**config.mk**
```make
export PLATFORM = sky130hd
export DESIGN_NAME = clt_trk_div
export DESIGN_NICKNAME = d
export VERILOG_FILES = /design/src/rtl/clt_pkg.sv /design/src/rtl/clt_trk_div.sv
export SDC_FILE = /design/constraint.sdc
export NUM_CORES = 1
export LEC_CHECK = 0
export BUFFER_PORTS_ARGS = -buffer_cell sky130_fd_sc_hd__buf_2
export CAP_MARGIN = 5
export CORE_MARGIN = 4
export CORE_UTILIZATION = 29
export CTS_BUF_LIST = sky130_fd_sc_hd__clkbuf_2
export CTS_CLUSTER_SIZE = 14
export DETAILED_ROUTE_END_ITERATION = 8
export PLACE_DENSITY = 0.45
export SETUP_SLACK_MARGIN = 0.02
export SKIP_CTS_REPAIR_TIMING = 1
export SLEW_MARGIN = 15
export SYNTH_ARGS = -nofsm -noshare
export SYNTH_HDL_FRONTEND = slang
export SYNTH_SLANG_ARGS = --single-unit
```
**constraint.sdc**
```tcl
create_clock -name clk -period 10.8 [get_ports clk]
set_input_delay 2.16 -clock clk [delete_from_list [all_inputs] [get_ports clk]]
set_output_delay 2.16 -clock clk [all_outputs]
set_load 0.01 [all_outputs]
```
**src/rtl/clt_pkg.sv**
```systemverilog
package clt_pkg;

    // address limits
    localparam int LBA_BITS = 48;
    localparam int LBA_W    = 48;
    localparam int CYL_W    = 32;
    localparam int FWD_W    = LBA_W + 1;
    localparam logic [LBA_W-1:0] LBA_LIMIT =
        (LBA_BITS >= LBA_W) ? {LBA_W{1'b1}} : LBA_W'((64'd1 << LBA_BITS) - 64'd1);

    // quotient bits resolved per divider stage
    localparam int DIV_STEP = 4;
    localparam int CYL_STAGES = LBA_W / DIV_STEP;
    localparam int TRK_STAGES = 16 / DIV_STEP;

    // geometry reset values
    localparam logic [7:0] HPC_RESET = 8'd16;
    localparam logic [7:0] SPT_RESET = 8'd63;

    typedef enum logic [1:0] {
        ST_OK       = 2'd0,
        ST_GEOMETRY = 2'd1,
        ST_SECTOR   = 2'd2,
        ST_OVERFLOW = 2'd3
    } status_t;

    typedef enum logic [0:0] {
        CFG_HPC = 1'b0,
        CFG_SPT = 1'b1
    } cfg_idx_t;

    // request context carried down the pipeline
    typedef struct packed {
        logic             op;
        logic             geom_bad;
        logic             sec_bad;
        logic [7:0]       hpc;
        logic [7:0]       spt;
        logic [CYL_W-1:0] cyl;
        logic [7:0]       head;
        logic [7:0]       sec;
        logic [LBA_W-1:0] lba;
        logic [15:0]      per_cyl;
        logic [FWD_W-1:0] fwd;
        logic [LBA_W-1:0] quo;
        logic [15:0]      rem;
        logic [15:0]      d2;
        logic [7:0]       r2;
    } pipe_t;

endpackage

```
**src/rtl/clt_trk_div.sv**
```systemverilog
module clt_trk_div
    import clt_pkg::*;
(
    input  logic  clk,
    input  logic  rst_n,
    input  logic  in_valid,
    output logic  in_ready,
    input  pipe_t in_data,
    output logic  out_valid,
    input  logic  out_ready,
    output pipe_t out_data
);

    logic [TRK_STAGES-1:0] valid_reg;
    pipe_t                 data_reg  [TRK_STAGES];
    pipe_t                 data_next [TRK_STAGES];
    logic [TRK_STAGES:0]   rdy;

    // restoring division of the cylinder remainder by spt
    function automatic pipe_t div_step(input pipe_t p);
        pipe_t      r;
        logic [8:0] x;
        r = p;
        for (int k = 0; k < DIV_STEP; k++)
        begin
            x    = {r.r2, r.d2[15]};
            r.d2 = {r.d2[14:0], 1'b0};
            if (x >= {1'b0, r.spt})
            begin
                x       = x - {1'b0, r.spt};
                r.d2[0] = 1'b1;
            end
            r.r2 = x[7:0];
        end
        return r;
    endfunction

    always_comb
    begin
        rdy[TRK_STAGES] = out_ready;
        for (int i = TRK_STAGES - 1; i >= 0; i--)
        begin
            rdy[i] = !valid_reg[i] || rdy[i+1];
        end
    end

    always_comb
    begin
        pipe_t s;
        s    = in_data;
        s.d2 = in_data.rem;
        s.r2 = 8'd0;
        data_next[0] = div_step(s);
        for (int i = 1; i < TRK_STAGES; i++)
        begin
            data_next[i] = div_step(data_reg[i-1]);
        end
    end

    // valid bits
    always_ff @(posedge clk or negedge rst_n)
    begin
        if (!rst_n)
        begin
            valid_reg <= '0;
        end
        else
        begin
            if (rdy[0]) valid_reg[0] <= in_valid;
            for (int i = 1; i < TRK_STAGES; i++)
            begin
                if (rdy[i]) valid_reg[i] <= valid_reg[i-1];
            end
        end
    end

    // payload
    always_ff @(posedge clk)
    begin
        for (int i = 0; i < TRK_STAGES; i++)
        begin
            if (rdy[i]) data_reg[i] <= data_next[i];
        end
    end

    assign in_ready  = rdy[0];
    assign out_valid = valid_reg[TRK_STAGES-1];
    assign out_data  = data_reg[TRK_STAGES-1];

endmodule

```
# After elaboration in Yosys (flattened, before gate mapping)
# Memories as Yosys holds them, arrays and structs flattened.
# Cells that the tools add are included.
# totals
ramBits,1072
output_inout_bits,270
word_cells,85
memories,1
regBits,4
input_bits,272
# op_classes
addsub,16
n_reduce_logical,8
magnitude_cmp,16
muxes,40
# mem_list
name,words,word_bits,rd,rd_clocked_by_memory_dff,write_ports,line_no,text
data_reg,4,268,4,0,4,clt_trk_div.sv:15,pipe_t data_reg [TRK_STAGES];
# ops
cell,n
greater-or-equal comparator 9 x 8 -> 1 bit,15
2-to-1 mux 8 bit,16
subtractor 8 bit,15
2-to-1 mux 1 bit,24
greater-or-equal comparator 1 x 8 -> 1 bit,1
subtractor 1 x 8 -> 8 bit,1
logical NOT 1 bit,4
logical OR 1 bit,4

# Longest topological paths before layout
# An unclocked memory read counts as a cell.
# depth
depth_word,9
depth_mapped,39
ltp_nobuf,37

# Worst setup path after synthesis
# No wires, ideal clock.
# synth_timing
path_type,input to register
startpoint,in out_ready
endpoint,"mem data_reg[0][0] in the netlist's numbering, enable pin"
t_required_ps,7647
path_stages,2
n_path_buf,0
t_arrival_ps,9439
slack_ps,-1791
cell_sequence,nor2b_1 -> nand4_1
# synth_rtl
element,line_no,text
start: declaration,clt_trk_div.sv:10,"input logic out_ready,"
end: declaration,clt_trk_div.sv:15,

==> impl_metrics.json <==
{
  "slowest_stage": "a221oi_4",
  "ioPinCount": 542,
  "synth_compound_area_share_pct": 3.98,
  "ys_ff_latch": 1052,
  "synth_top_area_cell": "edfxtp_1",
  "routabilityCongestion": 0.822,
  "cp_max_fo": 12,
  "slowest_delay_ns": 0.57,
  "drt-pass1-iter-count": 4,
  "finalCritPeriodShare_pct": 89.8,
  "period_needed_ns": 9.69,
  "synth_cells": 1911,
  "p_per_area_mw_per_mm2": 337,
  "rsz0062_at_grt": "false",
  "grt_pass1_wl_um": 127000,
  "drc": 0,
  "root_buffer": "clkbuf_2",
  "drive_gt1_share_pct": 36.0,
  "hold_path_class": "flop to flop",
  "fp.dieW_um": 370,
  "fp.dieH_um": 370,
  "synth.top_cell.area_share_pct": 82.7,
  "synthTopCellsByArea": "edfxtp_1, ha_1, mux2_2, xnor2_1, a21oi_1",
  "synth_xor_area_share_pct": 1.63,
  "synth_flop_cell": "edfxtp_1",
  "viasPerCell": 4.23,
  "coreArea_mm2": 0.130,
  "die_area_mm2": 0.137,
  "cellLeakagePower_uw": 0.0178,
  "finalSetupViolCount": 0,
  "cts_buffers": 298,
  "outcome": "complete, no violations",
  "clock_latency_ns": 1.49,
  "final_max_slew_viol_count": 0,
  "grtUsageMet1_pct": 14.5,
  "layout_commonest_cell": "edfxtp_1",
  "gr-usage-met2_pct": 20.4,
  "initial_core_util_pct": 29.3,
  "crit_family": "compound AO/OA/AOI/OAI gates",
  "layout_common_cells": "edfxtp_1, buf_2, clkbuf_2",
  "grt_pass1_vias": 20900,
  "synth_top_family_by_area": "adder cells",
  "clock-sinks": 1052,
  "finalHoldViolations": 0,
  "cp-start-kind": "flop",
  "drt.antenna.violating_nets": 0,
  "gr-total-overflow": 0,
  "portBuffers": 517,
  "post_dp_cell_area_mm2": 0.0430,
  "ys_types": 70,
  "worst_pin_slew_ns": 0.951,
  "worstPathArrival_ns": 10.82,
  "h-tree-depth": 5,
  "path_common_cell": "o21ai_0",
  "synth-edff-count": 1048,
  "groute.layer.met3.usage_pct": 4.48,
  "skew_ns": 0.121,
  "netlist_area_mm2": 0.0381,
  "endpoint_kind": "flop",
  "fin_total_pwr_uw": 15300,
  "fmaxAchievable_ghz": 0.103,
  "busiest_layer": "met2",
  "wl_um": 86400,
  "grt_antenna_before_repair": 17,
  "synthArstFlopShare_pct": 0.380,
  "synthSimpleGateAreaFrac_pct": 3.04,
  "clk_pin_slew_ns": 0.11,
  "cts.path.max_buffers": 4,
  "largest_reg_flops": 1048,
  "fin_nets": 3145,
  "rows": 132,
  "ys_warn_count": 0,
  "grt_usage_pct": 12.3,
  "grt_max_degree": 127,
  "area_growth_pct": 19.0,
  "maxCapViolCount": 0,
  "post_drt_wl_per_cell_um": 18.5,
  "cts_tree": "done",
  "syn_nets": 2320,
  "synthMuxAreaShare_pct": 2.48,
  "final_area_mm2": 0.0453,
  "ys_seq_area_share_pct": 82.9,
  "worst_slew_margin_rel_pct": 36.6,
  "dpl.hpwl_um": 59300,
  "avgSynthCellArea_um2": 19.9,
  "vdd_drop_max_mv": 0.545,
  "crit_buf_inv": 3,
  "worstSetupPathType": "flop to flop",
  "drtIter0Drc": 1037,
  "synthAdderAreaFrac_pct": 4.80,
  "vias": 19700,
  "cp.required_ns": 11.92
}
[cell usage after synthesis, drive strengths merged, types with 5 or more instances]
cell type  number
xnor2          46
or2             7
o211ai          6
a211oi          8
inv           100
nand4          19
o31ai           7
and2            5
mux2i          21
nand2b         19
a21boi          6
ha            122
mux2           61
nand2          44
fa             15
nand3          20
a21o           12
nor3            8
a21oi          76
nor2           64
o21ai          64
o21bai         14
nor2b          27
edfxtp       1048
buf             8
o21a           10
xor2           25
[worst paths after layout]
check / to / slack (ns) / from / cells after the start
min in group asynchronous: valid_reg[3]$_DFFE_PN0P_ / 0.56 / rst_n / 1
setup / recovery: data_reg[2][1]$_DFFE_PP_ / 1.11 / data_reg[1][250]$_DFFE_PP_ / 36
hold / removal: data_reg[3][64]$_DFFE_PP_ / 0.32 / data_reg[2][64]$_DFFE_PP_ / 0
setup reg to reg: data_reg[2][1]$_DFFE_PP_ / 1.11 / data_reg[1][250]$_DFFE_PP_ / 36
hold reg to reg: data_reg[3][64]$_DFFE_PP_ / 0.32 / data_reg[2][64]$_DFFE_PP_ / 0
max in group asynchronous: valid_reg[1]$_DFFE_PN0P_ / 10.12 / rst_n / 1
[report_power, final]
part	leakage (µW)	internal [µW]	switching, µW
clock network	0.00186	1020	1550
registers	0.0107	5500	178
logic	0.00528	3360	3670
total	0.0178	9880	5400
[cell families (layout without fill, tap and decap cells)]
family | after synthesis | in the layout
AO/OA/AOI/OAI | 229 | 229
multiplexers | 82 | 82
buffers and inverters | 110 | 1105
AND/OR/NAND/NOR | 230 | 230
XOR/XNOR | 71 | 71
adder cells (fa/ha/maj) | 137 | 137
flip-flops | 1052 | 1052
other | 0 | 15
[through the flow]
step                utilization (%)  hold slack (ns)  worst slack, ns  instances  TNS, ns
CTS                            34.8            0.183             1.09       4648        0
global route                   34.8            0.199            0.280       4659        0
floorplan                         -            0.400            -1.65       1911  -423.65
finish                         34.9            0.318             1.11       4663        0
detailed placement             33.1            0.405            0.414       4178        0
global placement               33.1            0.400            0.376       4178        0
[per-layer routing]
| layer | vias up | wire [µm] |
|---|---|---|
| met3 | 202 | 6470 |
| met4 | 4 | 2490 |
| met2 | 663 | 42300 |
| met5 | - | 25 |
| li1 | 9234 | - |
| met1 | 9617 | 35200 |
[area by class of cell]
cell class | count | area [µm²]
clock buffer | 418 | 2090
antenna | 15 | 37.5
clock inverter | 52 | 206
tap | 1742 | 2180
multi-input combinational | 749 | 6100
sequential | 1052 | 31600
timing repair buffer | 535 | 2740
fill | 12600 | 84700
inverter | 100 | 385
Note: power is estimated with default switching activity, not from simulation.
