--- config.mk ---
export PLATFORM = sky130hd
export DESIGN_NAME = clt_front
export DESIGN_NICKNAME = d
export VERILOG_FILES = /design/src/rtl/clt_pkg.sv /design/src/rtl/clt_front.sv
export SDC_FILE = /design/constraint.sdc
export NUM_CORES = 2
export LEC_CHECK = 0
export BUFFER_PORTS_ARGS = -buffer_cell sky130_fd_sc_hd__buf_2
export CELL_PAD_IN_SITES_DETAIL_PLACEMENT = 0
export CELL_PAD_IN_SITES_GLOBAL_PLACEMENT = 2
export CORE_ASPECT_RATIO = 1.4
export CORE_MARGIN = 2
export CORE_UTILIZATION = 41
export CTS_CLUSTER_SIZE = 28
export DETAILED_ROUTE_END_ITERATION = 7
export MAX_ROUTING_LAYER = met4
export PLACE_DENSITY_LB_ADDON = 0.1
export SLEW_MARGIN = 40
export SYNTH_ARGS = -nofsm -noshare
export SYNTH_HDL_FRONTEND = slang
export SYNTH_SLANG_ARGS = --single-unit
export TNS_END_PERCENT = 100
--- constraint.sdc ---
create_clock -name clk -period 9.8 [get_ports clk]
set_input_delay 1.47 -clock clk [delete_from_list [all_inputs] [get_ports clk]]
set_output_delay 1.47 -clock clk [all_outputs]
set_load 0.05 [all_outputs]
--- src/rtl/clt_pkg.sv ---
package clt_pkg;

    // address limits
    localparam int LBA_BITS = 48;
    localparam int LBA_W    = 48;
    localparam int CYL_W    = 32;
    localparam int FWD_W    = LBA_W + 1;
    localparam logic [LBA_W-1:0] LBA_LIMIT =
        (LBA_BITS >= LBA_W) ? {LBA_W{1'b1}} : LBA_W'((64'd1 << LBA_BITS) - 64'd1);

    // quotient bits resolved per divider stage
    localparam int DIV_STEP = 4;
    localparam int CYL_STAGES = LBA_W / DIV_STEP;
    localparam int TRK_STAGES = 16 / DIV_STEP;

    // geometry reset values
    localparam logic [7:0] HPC_RESET = 8'd16;
    localparam logic [7:0] SPT_RESET = 8'd63;

    typedef enum logic [1:0] {
        ST_OK       = 2'd0,
        ST_GEOMETRY = 2'd1,
        ST_SECTOR   = 2'd2,
        ST_OVERFLOW = 2'd3
    } status_t;

    typedef enum logic [0:0] {
        CFG_HPC = 1'b0,
        CFG_SPT = 1'b1
    } cfg_idx_t;

    // request context carried down the pipeline
    typedef struct packed {
        logic             op;
        logic             geom_bad;
        logic             sec_bad;
        logic [7:0]       hpc;
        logic [7:0]       spt;
        logic [CYL_W-1:0] cyl;
        logic [7:0]       head;
        logic [7:0]       sec;
        logic [LBA_W-1:0] lba;
        logic [15:0]      per_cyl;
        logic [FWD_W-1:0] fwd;
        logic [LBA_W-1:0] quo;
        logic [15:0]      rem;
        logic [15:0]      d2;
        logic [7:0]       r2;
    } pipe_t;

endpackage

--- src/rtl/clt_front.sv ---
module clt_front
    import clt_pkg::*;
(
    input  logic             clk,
    input  logic             rst_n,
    input  logic             in_valid,
    output logic             in_ready,
    input  logic             in_op,
    input  logic [CYL_W-1:0] in_cyl,
    input  logic [7:0]       in_head,
    input  logic [7:0]       in_sec,
    input  logic [LBA_W-1:0] in_lba,
    input  logic [7:0]       hpc,
    input  logic [7:0]       spt,
    output logic             out_valid,
    input  logic             out_ready,
    output pipe_t            out_data
);

    logic [2:0] valid_reg;
    pipe_t      data_reg [3];
    pipe_t      data_next [3];
    logic [3:0] rdy;

    // per-stage ready chain
    always_comb
    begin
        rdy[3] = out_ready;
        for (int i = 2; i >= 0; i--)
        begin
            rdy[i] = !valid_reg[i] || rdy[i+1];
        end
    end

    // stage 0: capture request and geometry, stage 1: c*hpc, stage 2: full lba
    always_comb
    begin
        logic [FWD_W-1:0] t;
        data_next[0]          = '0;
        data_next[0].op       = in_op;
        data_next[0].hpc      = hpc;
        data_next[0].spt      = spt;
        data_next[0].geom_bad = (hpc == 8'd0) || (spt == 8'd0);
        data_next[0].sec_bad  = (in_sec == 8'd0);
        data_next[0].cyl      = in_cyl;
        data_next[0].head     = in_head;
        data_next[0].sec      = in_sec;
        data_next[0].lba      = in_lba;

        data_next[1]         = data_reg[0];
        data_next[1].fwd     = {17'd0, data_reg[0].cyl} * {41'd0, data_reg[0].hpc};
        data_next[1].per_cyl = {8'd0, data_reg[0].hpc} * {8'd0, data_reg[0].spt};

        data_next[2]     = data_reg[1];
        t                = data_reg[1].fwd + {41'd0, data_reg[1].head};
        data_next[2].fwd = t * {41'd0, data_reg[1].spt}
                         + {41'd0, data_reg[1].sec - 8'd1};
        data_next[2].quo = data_reg[1].lba;
        data_next[2].rem = 16'd0;
    end

    // valid bits
    always_ff @(posedge clk or negedge rst_n)
    begin
        if (!rst_n)
        begin
            valid_reg <= '0;
        end
        else
        begin
            if (rdy[0]) valid_reg[0] <= in_valid;
            if (rdy[1]) valid_reg[1] <= valid_reg[0];
            if (rdy[2]) valid_reg[2] <= valid_reg[1];
        end
    end

    // payload
    always_ff @(posedge clk)
    begin
        for (int i = 0; i < 3; i++)
        begin
            if (rdy[i]) data_reg[i] <= data_next[i];
        end
    end

    assign in_ready  = rdy[0];
    assign out_valid = valid_reg[2];
    assign out_data  = data_reg[2];

endmodule

# Word level (Yosys, flattened, before mapping)
# Memories as Yosys holds them, arrays and structs flattened.
# Index checks and enable logic that the tools add are counted.
# classes
addsub	3
mul	3
mux	6
n_reduce_logical	10
# op_table
operator	n
49-bit by 8-bit adder with 49-bit output	2
49-bit by 8-bit multiplier with 49-bit output	1
32-bit by 8-bit multiplier with 40-bit output	1
8-bit logical NOT	3
8-bit by 8-bit multiplier with 16-bit output	1
8-bit by 1-bit subtractor with 8-bit output, second input constant	1
1-bit two-way mux	6
1-bit logical OR	4
1-bit logical NOT	3
# word_totals
register_bits	3
mem_bits_rw	804
out_inout_bits	270
wordCells	26
memories	1
# memory_table
memory	words	word_bits	rd	rd_ports_with_merged_regs	wr	line_no	source
data_reg	3	268	3	0	3	clt_front.sv:21	pipe_t data_reg [3];

# Logic depth before layout (Yosys ltp)
# logic_depth
ltp_word	6
mapped_depth	33

# Worst setup path after synthesis
# Ideal clock, no wire load.
# synth_timing
kind	input -> register
start	input out_ready
end	memory data_reg[0][356] (netlist name) (enable)
setup_ns	1.806
arrival_ns	5.278
required_ns	7.994
setup_slack_ns	2.716
path_stages	1
path_cell_list	nand3b_1
# synth_lines
item	line_no	source
start, declared	clt_front.sv:16	input logic out_ready,
end, declared	clt_front.sv:21	

==> flow_summary_export.csv <==
group,metric,value,unit
status,outcome,"complete, no violations",
critical_path,path_delay_family,"compound AO/OA/AOI/OAI gates",
critical_path,required,10160,ps
floorplanning,coreArea,92160,sq um
synthesis,ys_warn_count,0,
floorplanning,io_pins,387,
floorplanning,dieWidth,261.1,um
clock_tree,cts_buffer_depth,3,
synthesis,synth_edf_count,466,
global_routing,grt_pass1_vias,24950,
critical_path,critPathBufInv,3,
routing,drc_errors,0,
sta,finalSetupTns,0,ps
min_path,hold_class,"reg2reg",
critical_path,setup.worst_path.start,"data_reg[0][477]$_DFFE_PP_",
placed_design,place_area,39220,sq um
global_routing,grt_max_degree,69,
clock_tree,path_clk_slew,60,ps
layout,syn2layout_area_growth,7.411,%
sta,maxSlewHeadroom,0.4591,
critical_path,crit_path_end_kind,"register",
clock_tree,clockRootBuffer,"clkbuf_16",
sta,min_period,8267,ps
critical_path,start_kind,"register",
clock_tree,cts-buffers-inserted,46,
routing,wl_per_cell,17.87,um
synthesis,ys_types,70,
critical_path,critical_path.slowest_cell,"fa_1",
layout,fill_cells,8777,
global_routing,overflow,0,
global_routing,grt_pass1_wl,136100,um
layout,layout.nets,4239,
synthesis,synth_seq_cells,469,
routing,ant_nets,0,
sta,rsz0062_at_grt,"false",
critical_path,critPathArrivalTime,8620,ps
placed_design,dp_hpwl,66110,um
routing,vias,22330,
clock_tree,cts_htree_levels,2,
global_routing,busiest_layer,"met2",
clock_tree,cts_tree,"built",
global_routing,grtUsageMet2,0.3298,
routing,drt_iter0_markers,709,
layout,drive_gt1_frac,0.1348,
sta,fin_worst_skew,15.92,ps
layout,largest_register_ffs,466,
global_routing,grtUsageMet3,0.02691,
floorplanning,die_h,363.9,um
floorplanning,start_util,0.4117,
clock_tree,numClockSinks,469,
synthesis,ys.flop_type,"edfxtp_1",
critical_path,crit_type,"reg2reg",
synthesis,synthCells,3347,
synthesis,syn_area,37940,sq um
layout,multi_input_area,19680,sq um
layout,regArea,14070,sq um
placed_design,io_buffer_count,346,
layout,design_area,40750,sq um
sta,post-route-period-util,0.8435,
critical_path,crit_fanout,8,
critical_path,r2r_start,"data_reg[0][477]$_DFFE_PP_",
sta,maxSlewViolCount,0,
floorplanning,die-area,95010,sq um
sta,hold_viol_final,0,
job,cap_violations,0,
routing,drt-vias-per-instance,4.746,
routing,dr.pass1.iters,4,
sta,max_freq,0.1210,GHz
clock_tree,clk_latency,610,ps
global_routing,groute.usage.overall,0.1879,
placed_design,place_congestion,0.8338,
sta,final-setup-viol-count,0,
sta,hold_slack,405.7,ps
synthesis,syn_avg_cell_area,11.33,sq um
floorplanning,rows,132,
clock_tree,post_cts_resize_count,0,
global_routing,antenna_found_initial,7,
min_path,hp-start,"data_reg[0][505]$_DFFE_PP_",
synthesis,async_reset_ff_frac,0.006397,
synthesis,seq_area_frac_synth,0.3708,
sta,worst_pin_slew,805.6,ps
critical_path,cp_common_cell,"fa_1",
clock_tree,cts_hold_buf,0,
global_routing,use_met1,0.2267,
routing,wl,84090,um
clock_tree,post-cts-setup-buffer-count,0,
critical_path,crit_path_max_incr_delay,580,ps
[final cells by class]
cell class              instances  share of cell area
diodes                          6           0.0003685
clock buffers                  54             0.02951
clock inverters                31            0.005987
inverters                     546             0.05029
multi-input cells            2018              0.4828
flip-flops and latches        469              0.3452
well taps                    1206             0.03703
repair buffers                375             0.04873
[cell usage in the layout, fill, tap and decap left out, types with 40 or more instances in the layout]
cell type,instances
nor2b_1,219
fa_1,459
clkbuf_16,47
ha_1,207
o21ai_0,50
and2_1,208
a21oi_1,93
inv_1,546
edfxtp_1,466
conb_1,40
xor2_1,43
nand2_1,302
nor2_1,60
buf_2,346
a21o_1,46
xnor2_1,79
[worst reg2reg max path: cells and delay by family, from the launching register on]
family	cells	cell delay [ps]
buffers and inverters	3	170
XOR/XNOR	2	660
AO/OA/AOI/OAI	13	3300
AND/OR/NAND/NOR	4	680
adder cells (fa/ha/maj)	7	2870
flip-flops	1	360
[synth_stat cells (4+ instances only)]
library cell	number	area share
nor4_1	7	0.0012
nand4_1	12	0.0020
nand2_1	302	0.030
fa_1	459	0.24
a31oi_1	8	0.0013
and2_1	208	0.034
o211ai_1	6	0.0012
nor2b_1	219	0.036
inv_1	546	0.054
buf_4	268	0.053
a41oi_1	4	0.00092
a21oi_1	93	0.012
o22ai_1	4	0.00066
ha_1	207	0.068
edfxtp_1	466	0.37
xnor2_1	84	0.019
clkbuf_1	79	0.0078
xor2_1	43	0.0099
o21ai_0	50	0.0066
a21o_1	46	0.0091
o21a_1	8	0.0016
nor3_1	18	0.0024
o21bai_1	12	0.0024
o31ai_1	4	0.00079
and3_1	14	0.0023
o21ai_1	8	0.0011
nand2b_1	24	0.0040
nor2_1	60	0.0059
nand3_1	21	0.0028
a21boi_0	5	0.00099
[cells by family (layout without fill, tap and decap cells)]
family                   after synthesis  count (layout)  synth area share
AO/OA/AOI/OAI                        287             287           0.05030
XOR/XNOR                             127             127           0.02932
adder cells (fa/ha/maj)              666             666            0.3105
buffers and inverters                899            1006            0.1156
flip-flops                           469             469            0.3708
other                                  1              46        0.00009885
AND/OR/NAND/NOR                      898             898            0.1234
[through the flow]
step | utilization | worst slack (ps) | cells
finish | 0.4422 | 1533 | 4705
detailed placement | 0.4256 | 1462 | 4612
global route | 0.4422 | 905.1 | 4705
CTS | 0.4413 | 1445 | 4697
global placement | 0.4253 | 1505 | 4611
floorplan | - | 2716 | 3386
[path summary, 6_finish.rpt]
path,to,slack [ps],depth (start not counted)
max in group asynchronous,valid_reg[0]$_DFFE_PN0P_,9050,1
min,data_reg[0][773]$_DFFE_PP_,410,0
min in group asynchronous,valid_reg[1]$_DFFE_PN0P_,650,1
min reg2reg,data_reg[0][773]$_DFFE_PP_,410,0
max,data_reg[0][672]$_DFFE_PP_,1530,29
max reg2reg,data_reg[0][672]$_DFFE_PP_,1530,29
[per-layer routing]
metal | share of wire | vias to the layer above | routed length (um)
met5 | 0 | - | 0
met4 | 0.024 | 0 | 2019
met3 | 0.041 | 111 | 3426
met2 | 0.52 | 393 | 43370
met1 | 0.42 | 11280 | 35280
li1 | - | 10550 | -
Power is not shown: default switching activity piles up to over one toggle a cycle in this logic, so the estimate is an artifact.
